### src/hw/rtl/pltd_pkg.sv
// Package with widths, constants and shared types of the prime list core.
package pltd_pkg;

   localparam int LimitW          = 8;
   localparam int CandW           = LimitW + 1;
   localparam int MaxLimitDefault = 255;
   localparam int FirstPrime      = 2;

   typedef struct packed {
      logic              start;
      logic [LimitW-1:0] dividend;
      logic [LimitW-1:0] divisor;
   } div_req_type;

   typedef struct packed {
      logic done;
      logic rem_zero;
   } div_status_type;

endpackage

### src/hw/rtl/pltd_req_if.sv
// Handshake interface of the limit request channel.
interface pltd_req_if import pltd_pkg::*; ();
   logic              valid;
   logic              ready;
   logic [LimitW-1:0] limit;

   modport source (output valid, output limit, input ready);
   modport sink (input valid, input limit, output ready);
endinterface

### src/hw/rtl/pltd_rsp_if.sv
// Handshake interface of the prime response channel.
interface pltd_rsp_if import pltd_pkg::*; ();
   logic              valid;
   logic              ready;
   logic [LimitW-1:0] prime;
   logic              last;

   modport source (output valid, output prime, output last, input ready);
   modport sink (input valid, input prime, input last, output ready);
endinterface

### src/hw/rtl/pltd_divider.sv
// Iterative restoring remainder unit, one quotient bit per cycle.
module pltd_divider import pltd_pkg::*; (
   input  logic           clock,
   input  logic           reset,
   input  div_req_type    div_req,
   output div_status_type div_status
);

   localparam int CntW = $clog2(LimitW);

   logic              busy_ff, busy_in;
   logic              done_ff, done_in;
   logic [CntW-1:0]   cnt_ff, cnt_in;
   logic [LimitW-1:0] dvd_ff, dvd_in;
   logic [LimitW-1:0] dsr_ff, dsr_in;
   logic [LimitW-1:0] rem_ff, rem_in;
   logic [LimitW:0]   trial;
   logic [LimitW:0]   diff;
   logic              fits;

   assign trial = {rem_ff, dvd_ff[LimitW-1]};
   assign diff  = trial - {1'b0, dsr_ff};
   assign fits  = trial >= {1'b0, dsr_ff};

   always_comb begin
      busy_in = busy_ff;
      done_in = 1'b0;
      cnt_in  = cnt_ff;
      dvd_in  = dvd_ff;
      dsr_in  = dsr_ff;
      rem_in  = rem_ff;
      if (busy_ff) begin
         rem_in = fits ? diff[LimitW-1:0] : trial[LimitW-1:0];
         dvd_in = {dvd_ff[LimitW-2:0], 1'b0};
         cnt_in = cnt_ff + CntW'(1);
         if (cnt_ff == CntW'(LimitW - 1)) begin
            busy_in = 1'b0;
            done_in = 1'b1;
         end
      end else if (div_req.start) begin
         busy_in = 1'b1;
         cnt_in  = '0;
         dvd_in  = div_req.dividend;
         dsr_in  = div_req.divisor;
         rem_in  = '0;
      end
   end

   always_ff @(posedge clock) begin
      if (reset) begin
         busy_ff <= 1'b0;
         done_ff <= 1'b0;
      end else begin
         busy_ff <= busy_in;
         done_ff <= done_in;
      end
      cnt_ff <= cnt_in;
      dvd_ff <= dvd_in;
      dsr_ff <= dsr_in;
      rem_ff <= rem_in;
   end

   assign div_status.done     = done_ff;
   assign div_status.rem_zero = (rem_ff == '0);

endmodule

### src/hw/rtl/pltd_seq.sv
// Sequencer: walks candidates and divisors, holds one prime back for the last flag.
module pltd_seq import pltd_pkg::*; #(
   parameter int MAX_LIMIT = MaxLimitDefault
) (
   input  logic           clock,
   input  logic           reset,
   pltd_req_if.sink       req,
   pltd_rsp_if.source     rsp,
   output div_req_type    div_req,
   input  div_status_type div_status
);

   typedef enum logic [2:0] {
      ST_IDLE,
      ST_CAND,
      ST_TEST,
      ST_WAIT,
      ST_FOUND,
      ST_FLUSH
   } state_type;

   state_type         state_ff, state_in;
   logic [LimitW-1:0] lim_ff, lim_in;
   logic [CandW-1:0]  n_ff, n_in;
   logic [LimitW-1:0] d_ff, d_in;
   logic [LimitW-1:0] pend_ff, pend_in;
   logic              pend_valid_ff, pend_valid_in;
   logic              rsp_valid_ff, rsp_valid_in;
   logic [LimitW-1:0] rsp_prime_ff, rsp_prime_in;
   logic              rsp_last_ff, rsp_last_in;
   logic              slot_free;

   assign slot_free = !rsp_valid_ff || rsp.ready;
   assign req.ready = (state_ff == ST_IDLE);
   assign rsp.valid = rsp_valid_ff;
   assign rsp.prime = rsp_prime_ff;
   assign rsp.last  = rsp_last_ff;

   always_comb begin
      state_in      = state_ff;
      lim_in        = lim_ff;
      n_in          = n_ff;
      d_in          = d_ff;
      pend_in       = pend_ff;
      pend_valid_in = pend_valid_ff;
      rsp_valid_in  = rsp_valid_ff;
      rsp_prime_in  = rsp_prime_ff;
      rsp_last_in   = rsp_last_ff;
      div_req.start    = 1'b0;
      div_req.dividend = n_ff[LimitW-1:0];
      div_req.divisor  = d_ff;
      if (rsp_valid_ff && rsp.ready) begin
         rsp_valid_in = 1'b0;
      end
      case (state_ff)
         ST_IDLE: begin
            if (req.valid) begin
               lim_in        = (32'(req.limit) > MAX_LIMIT) ? LimitW'(MAX_LIMIT) : req.limit;
               n_in          = CandW'(FirstPrime);
               pend_valid_in = 1'b0;
               state_in      = ST_CAND;
            end
         end
         ST_CAND: begin
            if (n_ff > {1'b0, lim_ff}) begin
               state_in = ST_FLUSH;
            end else begin
               d_in     = LimitW'(FirstPrime);
               state_in = ST_TEST;
            end
         end
         ST_TEST: begin
            if (d_ff == n_ff[LimitW-1:0]) begin
               state_in = ST_FOUND;
            end else begin
               div_req.start = 1'b1;
               state_in      = ST_WAIT;
            end
         end
         ST_WAIT: begin
            if (div_status.done) begin
               if (div_status.rem_zero) begin
                  n_in     = n_ff + CandW'(1);
                  state_in = ST_CAND;
               end else begin
                  d_in     = d_ff + LimitW'(1);
                  state_in = ST_TEST;
               end
            end
         end
         ST_FOUND: begin
            if (!pend_valid_ff) begin
               pend_in       = n_ff[LimitW-1:0];
               pend_valid_in = 1'b1;
               n_in          = n_ff + CandW'(1);
               state_in      = ST_CAND;
            end else if (slot_free) begin
               rsp_valid_in = 1'b1;
               rsp_prime_in = pend_ff;
               rsp_last_in  = 1'b0;
               pend_in      = n_ff[LimitW-1:0];
               n_in         = n_ff + CandW'(1);
               state_in     = ST_CAND;
            end
         end
         ST_FLUSH: begin
            if (!pend_valid_ff) begin
               state_in = ST_IDLE;
            end else if (slot_free) begin
               rsp_valid_in  = 1'b1;
               rsp_prime_in  = pend_ff;
               rsp_last_in   = 1'b1;
               pend_valid_in = 1'b0;
               state_in      = ST_IDLE;
            end
         end
         default: begin
            state_in = ST_IDLE;
         end
      endcase
   end

   always_ff @(posedge clock) begin
      if (reset) begin
         state_ff      <= ST_IDLE;
         pend_valid_ff <= 1'b0;
         rsp_valid_ff  <= 1'b0;
      end else begin
         state_ff      <= state_in;
         pend_valid_ff <= pend_valid_in;
         rsp_valid_ff  <= rsp_valid_in;
      end
      lim_ff       <= lim_in;
      n_ff         <= n_in;
      d_ff         <= d_in;
      pend_ff      <= pend_in;
      rsp_prime_ff <= rsp_prime_in;
      rsp_last_ff  <= rsp_last_in;
   end

endmodule

### src/hw/rtl/prime_list_trial_division_core.sv
// Prime list core: emits every prime up to a given limit, ascending, last one flagged.
//
// req_chan takes one 8-bit limit; the limit saturates to MAX_LIMIT. rsp_chan
// returns one transfer per prime p with 2 <= p <= limit, ascending, and last
// high on the final one. A limit below two gives no transfers at all.
// Each candidate n is tested against divisors 2..n-1 in turn, up to the first
// that divides it, on one shared remainder unit that resolves one quotient bit
// per cycle. A prime n runs through all n-2 divisors, a composite through
// p-1 divisors for its smallest factor p.
// req_chan.ready is high only while the core is idle: one limit at a time.
// Each prime is held back until the next one is found (or the run ends) so
// that the last flag is known; a one-deep output register carries it.
// When the receiver stalls, the output register holds and the search halts
// at the next prime found. Reset is synchronous and returns the core to idle
// with nothing pending; no memory needs clearing.
module prime_list_trial_division_core import pltd_pkg::*; #(
   parameter int MAX_LIMIT = MaxLimitDefault
) (
   input  logic       clock,
   input  logic       reset,
   pltd_req_if.sink   req_chan,
   pltd_rsp_if.source rsp_chan
);

   div_req_type    div_req;
   div_status_type div_status;

   pltd_seq #(
      .MAX_LIMIT (MAX_LIMIT)
   ) u_seq (
      .clock      (clock),
      .reset      (reset),
      .req        (req_chan),
      .rsp        (rsp_chan),
      .div_req    (div_req),
      .div_status (div_status)
   );

   pltd_divider u_divider (
      .clock      (clock),
      .reset      (reset),
      .div_req    (div_req),
      .div_status (div_status)
   );

endmodule

### src/flat_wrapper.sv
// flat-port wrapper written by rule: the top's interface ports become plain ports
module prime_list_trial_division_core_flat import pltd_pkg::*;
#(
   parameter int MAX_LIMIT = MaxLimitDefault
)
  (clock, reset, req_chan_valid, req_chan_limit, req_chan_ready, rsp_chan_valid, rsp_chan_prime, rsp_chan_last, rsp_chan_ready);
  pltd_req_if req_chan_i ();
  pltd_rsp_if rsp_chan_i ();
  input  logic clock;
  input  logic reset;
  input wire logic [$bits(req_chan_i.valid)-1:0] req_chan_valid;
  input wire logic [$bits(req_chan_i.limit)-1:0] req_chan_limit;
  output wire logic [$bits(req_chan_i.ready)-1:0] req_chan_ready;
  output wire logic [$bits(rsp_chan_i.valid)-1:0] rsp_chan_valid;
  output wire logic [$bits(rsp_chan_i.prime)-1:0] rsp_chan_prime;
  output wire logic [$bits(rsp_chan_i.last)-1:0] rsp_chan_last;
  input wire logic [$bits(rsp_chan_i.ready)-1:0] rsp_chan_ready;
  assign req_chan_i.valid = req_chan_valid;
  assign req_chan_i.limit = req_chan_limit;
  assign req_chan_ready = req_chan_i.ready;
  assign rsp_chan_valid = rsp_chan_i.valid;
  assign rsp_chan_prime = rsp_chan_i.prime;
  assign rsp_chan_last = rsp_chan_i.last;
  assign rsp_chan_i.ready = rsp_chan_ready;
  prime_list_trial_division_core #(.MAX_LIMIT(MAX_LIMIT)) u_core (.clock(clock), .reset(reset), .req_chan(req_chan_i), .rsp_chan(rsp_chan_i));
endmodule
### config.mk
export PLATFORM = sky130hd
export DESIGN_NAME = prime_list_trial_division_core_flat
export DESIGN_NICKNAME = d
export VERILOG_FILES = /design/src/hw/rtl/pltd_pkg.sv /design/src/hw/rtl/pltd_req_if.sv /design/src/hw/rtl/pltd_rsp_if.sv /design/src/hw/rtl/pltd_divider.sv /design/src/hw/rtl/pltd_seq.sv /design/src/hw/rtl/prime_list_trial_division_core.sv /design/src/flat_wrapper.sv
export SDC_FILE = /design/constraint.sdc
export NUM_CORES = 1
export LEC_CHECK = 0
export BUFFER_PORTS_ARGS = -buffer_cell sky130_fd_sc_hd__buf_2
export CORE_MARGIN = 2
export CORE_UTILIZATION = 40
export CTS_BUF_LIST = sky130_fd_sc_hd__clkbuf_8 sky130_fd_sc_hd__clkbuf_16
export DETAILED_ROUTE_END_ITERATION = 16
export GPL_TIMING_DRIVEN = 0
export PLACE_DENSITY = 0.64
export SLEW_MARGIN = 25
export SYNTH_ARGS = -nofsm -noshare
export SYNTH_HDL_FRONTEND = slang
export SYNTH_SLANG_ARGS = --single-unit
### constraint.sdc
create_clock -name clock -period 2.8 [get_ports clock]
set_input_delay 0.42 -clock clock [delete_from_list [all_inputs] [get_ports clock]]
set_output_delay 0.42 -clock clock [all_outputs]
set_load 0.02 [all_outputs]
; Word-level counts from Yosys, hierarchy flattened
; Cells that the tools add are included.
[word_totals]
regBits = 76
input_bits = 12
out_inout_bits = 11
word_cells = 111
[op_classes]
add_sub_neg = 4
magnitude_cmp = 2
eq_ne = 19
muxes = 48
bitwise_logic = 1
n_reduce_logical = 21
[ops]
columns = op, count
row1 = 8-bit two-way mux, 10
row2 = 9-bit two-way mux, 5
row3 = 3-bit two-way mux, 10
row4 = 9-bit one-hot mux with 3 select lines, 1
row5 = 3-bit one-hot mux with 6 select lines, 1
row6 = 1-bit two-way mux, 17
row7 = 2-bit inequality test (second input constant), 8
row8 = 8-bit one-hot mux with 2 select lines, 1
row9 = 5-bit AND reduction, 2
row10 = 9-bit by 1-bit adder with 9-bit output (second input constant), 1
row11 = 3-bit == test (second input constant), 3
row12 = 9-bit by 8-bit >= comparator with 1-bit output, 1
row13 = 9-bit by 8-bit greater-than comparator with 1-bit output, 1
row14 = 8-bit by 1-bit adder with 8-bit output (second input constant), 1
row15 = 8-bit == test, 1
row16 = 8-bit zero test, 1
row17 = 2-bit AND reduction, 4
row18 = 4-bit AND reduction, 2
row19 = 8-bit subtractor, 1
row20 = 3-bit by 2-bit == test with 1-bit output (second input constant), 2
row21 = 3-bit inequality test (second input constant), 2
row22 = 2-bit nonzero test, 3
row23 = 3-bit nonzero test, 2
row24 = 2-bit by 1-bit inequality test with 1-bit output (second input constant), 2
row25 = 12 further kinds, 13

; Logic depth before layout (Yosys ltp)
[logic_depth]
ltp_word = 5
mapped_depth = 9
ltp_nobuf = 8

; By module
; From an unflattened synthesis, not the netlist that was laid out.
[hier_totals]
cells_unflattened = 333
area_unflattened_um2 = 3915.0
[by_module_without_submodules]
columns = module, n_inst, cells_per_inst, area_each_um2, seq_area_each_um2
row1 = pltd_seq, 1, 193, 2284.7, 1361.3
row2 = pltd_divider, 1, 140, 1630.3, 840.8

; Worst setup path before layout
; No wires, ideal clock.
[synth_path]
path_type = reg2reg
startpoint = register u_core.u_seq.n_ff[6]
endpoint = register u_core.u_seq.d_ff[0], enable pin
setup_time_ns = 0.331
t_arrival_ns = 1.756
required_ns = 2.469
path_slack_ns = 0.713
path_stages_with_launch = 7
path_buffers = 0
synth_period_minus_slack_ns = 2.087
cell_sequence = edfxtp_1 ha_1 a21o_1 a211oi_2 o2111ai_1 a21oi_1 a31o_1
[synth_via]
elab_chain_cells = 3
[synth_rtl]
columns = element, line
row1 = from (decl), pltd_seq.sv:24  ; logic [CandW-1:0] n_ff, n_in;
row2 = from (signal assigned), pltd_seq.sv:134  ; n_ff <= n_in;
row3 = 9-bit by 8-bit greater-than comparator with 1-bit output, pltd_seq.sv:65  ; if (n_ff > {1'b0, lim_ff}) begin
row4 = 2-bit inequality test (no line), --
row5 = 4-bit AND reduction (no line), --
row6 = to (signal assigned), pltd_seq.sv:135  ; d_ff <= d_in;
row7 = to (decl), pltd_seq.sv:25  ; logic [LimitW-1:0] d_ff, d_in;
; No other way between the ends.
; A chain may end at the register's enable or synchronous reset.

; Worst setup path in the final report
[layout_path]
startpoint = register u_core.u_seq.n_ff[6]
endpoint = register u_core.u_seq.d_ff[3], enable pin
; Same word-level chain as after synthesis.

==> flow_metrics.tcl <==
set metrics [dict create \
    die_h_um 102 \
    rows 35 \
    worst_slew_pin_slew_ns 0.791 \
    cts_setup_buffers 0 \
    wl_mm 7.26 \
    crit_buf_inv 0 \
    rsz0062_at_grt "no" \
    drv_slew 0 \
    synth_edf_count 68 \
    grt_pass1_wl_mm 12.1 \
    cts_buffers 9 \
    dr.pass1.iters 4 \
    cp-end-kind "register" \
    drc 0 \
    worst_slack_ns 0.320 \
    clkLatencyLatePin_ns 0.35 \
    power_density_nw_per_um2 739 \
    internal-power_mw 2.12 \
    yosysSeqAreaShare_pct 57.1 \
    p_sw_share_pct 33.9 \
    ctsResizeCount 0 \
    areaGrowthSynthToFinish_pct 12.5 \
    diodes 0 \
    yosys_register_bits 76 \
    dp_cells 491 \
    synthAdderAreaFrac_pct 7.00 \
    drive_gt1_share_pct 14.8 \
    initial_utilization_pct 41.6 \
    grt-ovfl-total 0 \
    status "completed" \
    final_common_cell "edfxtp_1" \
    max_freq_mhz 403 \
    combPwrFrac_pct 24.4 \
    synthMuxAreaShare_pct 0.810 \
    fill_cells 875 \
    p_sw_mw 1.09 \
    vias 2635 \
    cp.required_ns 2.81 \
    place_area_um2 4140 \
    fin_nets 406 \
    p_clk_share_pct 25.9 \
    synth_top_family_by_area "simple AND/OR/NAND/NOR gates" \
    critPathMaxFanout 8 \
    grt_antenna_before_repair 0 \
    synthArstFlopShare_pct 0 \
    post_drt_wl_per_cell_um 14.3 \
    grt_max_degree 19 \
    dpl.hpwl_mm 5.17 \
    core_um2 9280 \
    peakVddDrop_v 0.000289 \
    multiInputGateArea_um2 1520 \
    ant_nets 0 \
    p_leak_nw 1.62 \
    stdcell_area_um2 4340 \
    maxCapViolCount 0 \
    yosysWarnings 0 \
    first_global_vias 2473 \
    post-place-ws_ns 0.334 \
    setup_violations 0 \
    slowest_delay_ns 0.58 \
    seqPwrFrac_pct 49.7 \
    syn_area_um2 3860 \
    worstHoldPathType "in2reg" \
    cp_data_arrival_time_ns 2.49 \
    numPortBuffers 22 \
    track_usage_pct 15.1 \
    cts_tree "yes" \
    worstPathCellList "ha_1 -> a21o_1 -> a211oi_2 -> o2111ai_1 -> a21oi_1 -> a31o_1" \
    initialDrtViolationCount 164 \
    crit_family "compound AO/OA/AOI/OAI gates" \
    cp_slowest_cell "edfxtp_1" \
    postCtsHoldBufs 0 \
    clock-sinks 76 \
    relSlewSlack_pct 47.1 \
    hold_violations 0 \
    dieArea_um2 10500 \
    syn_nets 373 \
    fin_setup_tns_ns 0 \
    synth_compound_area_share_pct 12.1 \
    fin_skew_ns 0.0200 \
    worst_hold_slack_ns 0.236 \
    postSynthAreaPerCell_um2 11.4 \
    regArea_um2 2200 \
    syn_inst 340 \
    via_per_inst 5.20 \
    synth_ff_type "edfxtp_1" \
    htreeDepth 3 \
    period_needed_ns 2.48 \
    layout_common_cells "68 x edfxtp_1, 36 x nor2_1, 27 x nand2_1, 26 x buf_2, 25 x inv_1" \
    die_w_um 102 \
    yosys.area_share.simple_pct 14.5 \
    fin_crit_sh_pct 88.6 \
    root_buffer "clkbuf_8" \
    post_synth_xor_area_fraction_pct 4.76 \
    instances_no_fill 507 \
    worstSetupPathType "reg2reg" \
    io_pins 23 \
    gp_congestion 0.804 \
    clockBufferDepth 2 \
    synth_cell_types 52 \
    cts.clk_slew.worst_paths_ns 0.10 \
    startpoint_type "register" \
]
## kinds of logic after synthesis
| logic type | Yosys count |
|---|---|
| buffers and inverters | 35 |
| XOR/XNOR | 21 |
| flip-flops | 76 |
| AO/OA/AOI/OAI | 68 |
| adder cells (fa/ha/maj) | 21 |
| AND/OR/NAND/NOR | 116 |
| multiplexers | 3 |
## per-layer routing
| layer | GRT usage (%) | vias up | wire length, um |
|---|---|---|---|
| li1 | - | 1302 | - |
| met1 | 20.8 | 1268 | 3560 |
| met2 | 24.1 | 61 | 3390 |
| met3 | 2.94 | 4 | 256 |
| met4 | 5.44 | 0 | 56 |
| met5 | 0 | - | 0 |
## layout make-up
| cell class | count | area share, % |
|---|---|---|
| Clock inverter | 7 | 1.76 |
| Clock buffer | 9 | 2.85 |
| Multi-Input combinational cell | 229 | 35.1 |
| Inverter | 25 | 2.16 |
| Tap cell | 129 | 3.72 |
| Buffer | 10 | 1.24 |
| Sequential cell | 76 | 50.7 |
| Timing Repair Buffer | 22 | 2.53 |
## cells in the mapped netlist, drive strengths merged (2+ instances only)
library cell | instances | area [um^2]
o22ai | 2 | 12.5
nand4 | 6 | 37.5
xnor2 | 15 | 131
nor2 | 36 | 135
a31oi | 2 | 12.5
o311a | 2 | 20.0
o31a | 2 | 17.5
nor2b | 4 | 32.5
ha | 20 | 250
o31ai | 2 | 15.0
or3 | 2 | 12.5
or2 | 2 | 12.5
nand3 | 14 | 70.1
nor4 | 3 | 18.8
o211ai | 3 | 27.5
dfxtp | 8 | 160
clkbuf | 4 | 15.0
o21a | 5 | 37.5
a21o | 4 | 30.0
nand2 | 27 | 101
xor2 | 6 | 52.6
nand2b | 3 | 18.8
and3 | 7 | 43.8
and2 | 3 | 18.8
a21oi | 17 | 96.4
o21ai | 20 | 111
nor3 | 5 | 25.0
edfxtp | 68 | 2040
nor3b | 2 | 15.0
inv | 25 | 93.8
buf | 6 | 38.8
mux2i | 2 | 20.0
## registers in the layout, summed over array words and instances, names as in the netlist, 8 cells and up
register	count
u_core.u_seq.lim_ff	8
u_core.u_divider.dvd_ff	8
u_core.u_seq.d_ff	8
u_core.u_seq.pend_ff	8
u_core.u_divider.rem_ff	8
u_core.u_seq.rsp.prime	8
u_core.u_seq.n_ff	9
u_core.u_divider.dsr_ff	8
## power by group through the flow
stage / registers (mW) / clock network [mW] / logic (mW)
after floorplan: 1.56 / 0 / 0.623
after global placement: 1.62 / 0 / 0.754
after global routing: 1.62 / 0.910 / 0.887
final: 1.60 / 0.831 / 0.782
after detailed placement: 1.62 / 0 / 0.775
after CTS: 1.60 / 0.858 / 0.780
## through the flow
stage / util, % / total power, mW
4_1_cts: 46.7 / 3.23
5_1_grt: 46.8 / 3.41
3_3_place_gp: 44.5 / 2.37
3_5_place_dp: 44.6 / 2.40
6_report: 46.8 / 3.21
2_1_floorplan: - / 2.18
## worst paths after layout
kind / slack, ns / start / to / cells past startpoint
worst max-delay path: 0.32 / u_core.u_seq.n_ff[6] / u_core.u_seq.d_ff[3] / 6
worst min-delay path: 0.24 / req_chan_limit[3] / u_core.u_seq.lim_ff[3] / 1
worst max register to register: 0.32 / u_core.u_seq.n_ff[6] / u_core.u_seq.d_ff[3] / 6
worst min register to register: 0.43 / u_core.u_seq.pend_ff[3] / u_core.u_seq.rsp.prime[3] / 0
No activity file was read; power rests on OpenSTA's default activity.
